<file path="src/design/sbt_pkg.sv">
package sbt_pkg;

  localparam int unsigned DATA_W = 32;

  typedef enum logic [1:0] {
    ST_OK    = 2'd0,
    ST_BELOW = 2'd1,
    ST_EMPTY = 2'd2,
    ST_FULL  = 2'd3
  } status_t;

  typedef enum logic {
    CMD_INSERT = 1'b0,
    CMD_LOOKUP = 1'b1
  } cmd_t;

  typedef struct packed {
    logic signed [DATA_W-1:0] value;
    logic signed [DATA_W-1:0] edge_val;
  } pair_t;

  // What a cell shows its right-hand neighbor
  typedef struct packed {
    logic  valid;
    logic  le;      // valid and edge <= key
    pair_t pair;
  } link_t;

endpackage

</file>
<file path="src/design/sbt_cell.sv">
module sbt_cell (
  input  logic                                  clk,
  input  logic                                  rst_n,
  input  logic                                  ins_en,
  input  logic                                  cap_en,
  input  logic signed [sbt_pkg::DATA_W-1:0]     key,
  input  logic signed [sbt_pkg::DATA_W-1:0]     value,
  input  sbt_pkg::link_t                        prev_i,
  input  logic                                  next_le_i,
  output sbt_pkg::link_t                        self_o,
  output sbt_pkg::pair_t                        hit_o
);

  logic                           valid_r;
  logic signed [sbt_pkg::DATA_W-1:0] edge_r;
  logic signed [sbt_pkg::DATA_W-1:0] value_r;
  sbt_pkg::pair_t                 hit_r;
  logic                           le;
  logic                           take_prev;
  logic                           take_new;
  logic                           hit;

  assign le        = valid_r && (edge_r <= key);
  assign take_prev = prev_i.valid && !prev_i.le;
  assign take_new  = prev_i.le && !le;
  // last entry with edge <= key
  assign hit       = le && !next_le_i;

  assign self_o.valid         = valid_r;
  assign self_o.le            = le;
  assign self_o.pair.value    = value_r;
  assign self_o.pair.edge_val = edge_r;
  assign hit_o                = hit_r;

  always_ff @(posedge clk) begin
    if (!rst_n) begin
      valid_r <= 1'b0;
    end else if (ins_en && (take_prev || take_new)) begin
      valid_r <= 1'b1;
    end
  end

  always_ff @(posedge clk) begin
    if (ins_en) begin
      if (take_prev) begin
        edge_r  <= prev_i.pair.edge_val;
        value_r <= prev_i.pair.value;
      end else if (take_new) begin
        edge_r  <= key;
        value_r <= value;
      end
    end
    if (cap_en) begin
      hit_r.value    <= hit ? value_r : '0;
      hit_r.edge_val <= hit ? edge_r : '0;
    end
  end

endmodule

</file>
<file path="config.mk">
export PLATFORM = sky130hd
export DESIGN_NAME = sbt_cell
export DESIGN_NICKNAME = d
export VERILOG_FILES = /design/src/design/sbt_pkg.sv /design/src/design/sbt_cell.sv
export SDC_FILE = /design/constraint.sdc
export NUM_CORES = 1
export LEC_CHECK = 0
export BUFFER_PORTS_ARGS = -buffer_cell sky130_fd_sc_hd__buf_2
export CORE_MARGIN = 2
export CORE_UTILIZATION = 50
export DETAILED_ROUTE_END_ITERATION = 6
export PLACE_DENSITY = 0.9
export SLEW_MARGIN = 10
export SYNTH_ARGS = -nofsm -noshare
export SYNTH_HDL_FRONTEND = slang
export SYNTH_SLANG_ARGS = --single-unit
</file>
<file path="constraint.sdc">
create_clock -name clk -period 13.8 [get_ports clk]
set_input_delay 0.69 -clock clk [delete_from_list [all_inputs] [get_ports clk]]
set_output_delay 0.69 -clock clk [all_outputs]
set_load 0.05 [all_outputs]
</file>
==> key figures, run 1 <==
Status
  – Status: finished, final reports clean

STA
  – F_max: 259 MHz
  – Worst slew margin relative to its limit: 31.6%
  – Final count of pins violating max slew: 0
  – Setup TNS: 0 ns
  – RSZ-0062 raised after global routing: no
  – Minimum clock period: 3.87 ns
  – Hold slack: 0.523 ns
  – Final period utilization: 28.0%
  – Setup violations, final: 0
  – Actual slew at the worst max-slew pin: 1.03 ns
  – Clk_skew: 0.00806 ns
  – Final Hold Fails: 0

Cells and area
  – Final nets: 902
  – Layout filler cell count: 916
  – Proportion of layout cells with a drive suffix above 1: 55.7%
  – Layout area overhead: 31.5%
  – Number of antenna repair diodes: 0

Placement
  – Gpl congestion: 0.880
  – Post-DP HPWL: 11300 um
  – PortBufs: 264

Power
  – Leak pwr: 3.93 nW
  – PwrDens: 136 nW/um2
  – Peak supply drop: 0.0000809 V

Synth
  – Sequential area share after synthesis: 58.4%
  – Avg Synthesized Cell Area: 13.9 um2
  – Post-synthesis cell area: 6620 um2
  – Post-synth EDFFs: 128
  – Ys Warns: 0
  – Post-synth cell types: 34
  – Post-Synthesis Cells: 477
  – Post-Syn Nets: 644
  – Post-synthesis register bit count: 129
  – Main flop type after synthesis: edfxtp_1
  – FFs w/ async S/R, synth: 0%

Clocking
  – CTS Sinks: 129
  – TritonCTS Buffers: 17
  – Clock latency on the worst-skew pair: 0.42 ns
  – Post-CTS Setup Bufs: 0
  – CTS resizes: 0
  – Cts hold-fix bufs: 0
  – Clock Path Buffers: 2
  – Worst-path clk slew: 0.05 ns
  – CTS tree: yes
  – Clk root buf: clkbuf_16
  – Htree depth: 4

Global route
  – Total grt overflow: 0
  – Largest net degree at the start of global routing: 65
  – Gr usage total: 23.6%
  – Initial antenna violation count: 0
  – Vias in the first global route: 4771
  – First-pass GRT wire length: 25300 um

Critical path
  – WP data required: 13.11 ns
  – CP max FO: 29
  – Crit. End Element: output port
  – CP arrival: 3.18 ns
  – Worst Setup Start Kind: flop
  – Crit path kind: flop to output port

Route
  – Final WL: 16300 um
  – Routed wire per std cell: 17.6 um
  – Via/cell ratio: 5.23
  – Post-DRT Antenna Nets: 0
  – DRT iter0 DRCs: 319
  – Via Count: 4829
  – First-pass DRT Iterations: 4
  – # DRC: 0

Floorplan
  – Core Area: 13100 um2
  – Die width: 119 um
  – Core Rows: 42
  – Die area: 14200 um2
  – # IOs: 265
  – Starting density of the core: 50.6%
  – Die Y: 119 um

Flow run
  – Max cap viols: 0

Hold path
  – Min-Delay Path Class: primary input to flop
## cells by family (layout without fill, tap and decap cells)
group	Yosys count	count (layout)	share of synthesized area, %
adders and majority gates	32	32	6.05
muxes	64	64	10.9
DFF	129	129	58.4
and+or+nand+nor	28	28	2.40
AOI/OAI and AO/OA	97	97	14.1
buffers and inverters	127	398	8.17
## registers in the layout, indices dropped and copies added (netlist names)
name	count
hit_o	64
valid_r	1
value_r	32
edge_r	32
## cells in the mapped netlist, drive strengths merged (2+ instances only)
cell type	instances	share of area, %
edfxtp	128	58
inv	97	5.5
a211oi	65	11
mux2	64	11
ha	32	6.1
a21oi	15	1.1
buf	15	1.8
clkbuf	15	0.85
nand2	7	0.40
a21o	6	0.68
nand4	4	0.38
o21ai	4	0.30
nand3	3	0.23
nor2	3	0.17
a21boi	2	0.23
and3	2	0.19
and4	2	0.26
nand2b	2	0.19
nor4	2	0.28
## placed cells by master (no fill, tap or decap), types with 2 or more instances in the layout
cell type,instances
buf_4,5
a21oi_1,14
clkinv_1,3
clkinv_4,4
edfxtp_1,128
nand2b_4,2
clkbuf_16,17
nand4_1,4
mux2_2,64
bufinv_16,5
nand3_1,3
a21o_1,6
a211oi_2,49
nand2_1,7
and3_1,2
ha_1,32
buf_2,264
nor2_1,3
o21ai_0,4
and4_1,2
a211oi_1,16
inv_1,97
## critical path: stages (launching register included)
cell,delay [ns]
edfxtp_1,0.41
ha_1,0.32
a21oi_1,0.15
o21ai_0,0.17
a21oi_1,0.20
or3b_2,0.49
a211o_4,0.52
a21oi_1,0.20
buf_2,0.29
## where the power goes
part           leakage [nW]  internal, mW  switching [mW]
clock                 0.307         0.320           0.162
sequential             1.28         0.461          0.0123
combinational          2.34        0.0644           0.166
## layer usage
metal / vias up / part of all wire, % / routed length (um) / track usage [%]
li1: 2268 / - / - / -
met4: 0 / 4.0 / 650 / 12.5
met2: 214 / 51 / 8260 / 39.4
met3: 54 / 6.8 / 1100 / 6.23
met5: - / 0 / 0 / 0
met1: 2293 / 38 / 6240 / 28.1
## final cells by class
cell class	instances	area (um2)	share of cell area, %
Clock buffer	18	429	4.93
Clock inverter	14	213	2.44
Inverter	97	364	4.18
Multi-Input combinational cell	221	2250	25.9
Sequential cell	129	3860	44.4
Tap cell	176	220	2.53
Timing Repair Buffer	269	1360	15.6
## path summary, 6_finish.rpt
kind	from	endpoint	slack (ns)	cells past startpoint
worst max-delay path	edge_r[13]	self_o[64]	9.93	8
worst min-delay path	rst_n	valid_r	0.52	2
worst max register to register	edge_r[31]	hit_o[6]	10.51	7
worst min register to register	valid_r	valid_r	0.62	2
## metrics by stage
step	area (um2)	power, mW	cells	util (%)	worst slack (ns)
after global routing	8700	1.23	924	66.5	9.77
final	8700	1.19	924	66.5	9.93
after global placement	8060	0.706	892	61.6	10.01
after CTS	8700	1.19	924	66.5	9.85
after floorplan	6620	0.648	477	-	6.81
after detailed placement	8060	0.711	892	61.6	9.93
(Power assumes the default switching activity.)
==> run 2: changes to the inputs <==
ABC_AREA = 1   (was unset)
CORE_UTILIZATION = 44   (was 50)
PLACE_DENSITY = 0.85   (was 0.9)
clock period = 3.3 ns   (was 13.8 ns; I/O delays follow)
==> run 2 against run 1 <==
  * Global-route usage down 5.1 points
  * Non-clock buffer count up 3
  * Sequential share of layout area up 0.38 points
  * Hold slack worse by 0.49 ns
  * Critical endpoint is now value_r[1]
==> key figures, run 2 <==
Floorplan
  – Core Area: 14500 um2
  – Die area: 15900 um2
  – Starting density of the core: 45.2%
  – # IOs: 265
  – Core Rows: 44
  – Die Y: 126 um
  – Die width: 126 um

Synth
  – Main flop type after synthesis: edfxtp_1
  – Most frequent cell after synthesis: edfxtp_1
  – Avg Synthesized Cell Area: 12.5 um2
  – Yosys top cell by area: edfxtp_1
  – Leading cell types by count after synthesis: 128 x edfxtp_1, 106 x inv_1, 60 x nor2_4, 45 x a21oi_1, 43 x nor2_1
  – Post-Syn Nets: 694
  – Post-synth EDFFs: 128
  – Post-synth cell types: 29
  – Synth top area share: 58.5%
  – Post-synthesis register bit count: 129
  – Sequential area share after synthesis: 58.8%
  – Post-synthesis cell area: 6570 um2
  – Post-Synthesis Cells: 527
  – Ys Warns: 0
  – Area contributors post-synth: edfxtp_1 59%, nor2_4 10%, ha_1 6.1%, inv_1 6.1%, mux2_2 5.7%
  – FFs w/ async S/R, synth: 0%

Route
  – Routed wire per std cell: 14.6 um
  – Via Count: 4632
  – Final WL: 14600 um
  – Post-DRT Antenna Nets: 0
  – Via/cell ratio: 4.65
  – WL met3: 967 um
  – Metal1 wirelength: 5750 um
  – DRT iter0 DRCs: 207
  – Met2 Wirelength: 7520 um
  – Highest Signal Layer: met4
  – First-pass DRT Iterations: 4
  – # DRC: 0

Power
  – Leak pwr: 4.07 nW
  – P_sw: 1.39 mW
  – Clock power share: 38.5%
  – Net Sw Frac: 29.8%
  – Total power: 4.67 mW
  – PwrDens: 541 nW/um2
  – Peak supply drop: 0.000327 V
  – Flop pwr share: 42.3%
  – Total internal power: 3.28 mW
  – Logic pwr share: 19.2%

Global route
  – Vias in the first global route: 4525
  – Total grt overflow: 0
  – Gr usage total: 18.5%
  – Initial antenna violation count: 0
  – First-pass GRT wire length: 22600 um
  – Largest net degree at the start of global routing: 75

STA
  – Final count of pins violating max slew: 0
  – Setup TNS: 0 ns
  – Final Hold Fails: 0
  – F_max: 356 MHz
  – Final period utilization: 85.1%
  – Actual slew at the worst max-slew pin: 0.893 ns
  – Clk_skew: 0.00823 ns
  – RSZ-0062 raised after global routing: no
  – Setup violations, final: 0
  – Minimum clock period: 2.81 ns
  – Hold slack: 0.0353 ns
  – Worst slew margin relative to its limit: 40.5%

Clocking
  – Clock latency on the worst-skew pair: 0.41 ns
  – Worst-path clk slew: 0.06 ns
  – CTS resizes: 0
  – CTS tree: yes
  – Clock Path Buffers: 2
  – Htree depth: 4
  – TritonCTS Buffers: 17
  – Cts hold-fix bufs: 0
  – CTS Sinks: 129
  – Clk root buf: clkbuf_16
  – Post-CTS Setup Bufs: 0

Critical path
  – CP max FO: 28
  – Crit path max-delay family: simple AND/OR/NAND/NOR gates
  – WP data required: 3.45 ns
  – CP max stage cell: edfxtp_1
  – CP arrival: 2.96 ns
  – Worst Setup Start Kind: flop
  – Stages on worst setup path: 14
  – Slowest cell delay on critical path: 0.42 ns
  – Crit path kind: flop to flop
  – Buf/Inv on CP: 2
  – Worst Reg-to-Reg Cells: 14
  – Critical path's most frequent cell: nand2_1
  – Crit. End Element: flop
  – CP Cell Sequence: ha_1 > a21oi_1 > nor2_1 > nor2_1 > nand2_1 > nand2_1 > nand2_1 > nand2_1 > nand3_1 > nand3_2 > nand3_1 > nand3_1 > clkinvlp_4 > buf_12

Cells and area
  – Proportion of layout cells with a drive suffix above 1: 50.4%
  – Layout area overhead: 31.4%
  – Area of the multi-input gates: 2120 um2
  – Commonest non-fill, non-tap cell in the layout: buf_2
  – Max reg flops: 64
  – Layout filler cell count: 1177
  – Final nets: 966
  – Commonest non-fill, non-tap cells in the layout: 264 x buf_2, 128 x edfxtp_1, 105 x inv_1, 60 x nor2_4, 45 x a21oi_1
  – Reg area: 3860 um2
  – Number of antenna repair diodes: 0

Hold path
  – Worst hold path stage count: 3
  – Min-Delay Path Class: primary input to flop

Status
  – Status: finished, final reports clean

Placement
  – Gpl congestion: 0.808
  – Post-DP HPWL: 10900 um
  – PortBufs: 264

Flow run
  – Max cap viols: 0
## run 2: changes by cell type after synthesis, moves of 9 or more
cell      change
clkbuf_1     -12
nor2_4       +60
nor2_1       +40
a211oi_1     -16
nand2_1      +29
mux2_2       -31
inv_1         +9
a21oi_1      +30
a211oi_2     -49
## run 2: cell families after synthesis
group	after synthesis	share of synthesized area (%)
fa+ha+maj	32	6.10
simple gates	155	16.3
mux	33	5.66
buf+inv	127	8.97
compound gates	51	4.08
flops	129	58.8
## run 2: layout make-up
cell class | count | share of cell area (%)
inverters | 108 | 4.74
well taps | 184 | 2.67
clock buffers | 17 | 4.93
multi-input cells | 271 | 24.6
repair buffers | 272 | 16.6
clock inverters | 15 | 1.68
flip-flops and latches | 129 | 44.8
## run 2: metrics by stage
step,cell area [um2],setup slack (ns),cells,utilization (%)
floorplan,6570,0.155,527,-
finish,8630,0.491,996,59.4
global placement,8060,0.511,964,55.4
CTS,8630,0.437,996,59.4
global route,8630,0.142,996,59.4
detailed placement,8060,0.468,964,55.4
## run 2: power by group through the flow
stage	Sequential, mW	Clock [mW]	Combinational, mW
floorplan	2.34	0	0.307
global placement	2.00	0	0.889
global route	1.99	1.91	0.962
detailed placement	2.01	0	0.903
finish	1.98	1.80	0.896
CTS	1.98	1.84	0.906
## run 2: metal layers
layer / up-vias / track usage, %
met5: - / 0
met1: 2153 / 21.3
met2: 180 / 32.7
li1: 2272 / -
met4: 0 / 7.95
met3: 27 / 4.84
## run 2: path summary, 6_finish.rpt
path,start,endpoint,slack [ns]
worst min register to register,valid_r,valid_r,0.53
worst max-delay path,edge_r[5],value_r[1],0.49
worst min-delay path,rst_n,valid_r,0.04
worst max register to register,edge_r[5],value_r[1],0.49
## run 2: worst min-delay path, stage by stage
cell and delay (ns):
buf_2 0.10, inv_1 0.08, a21oi_1 0.05
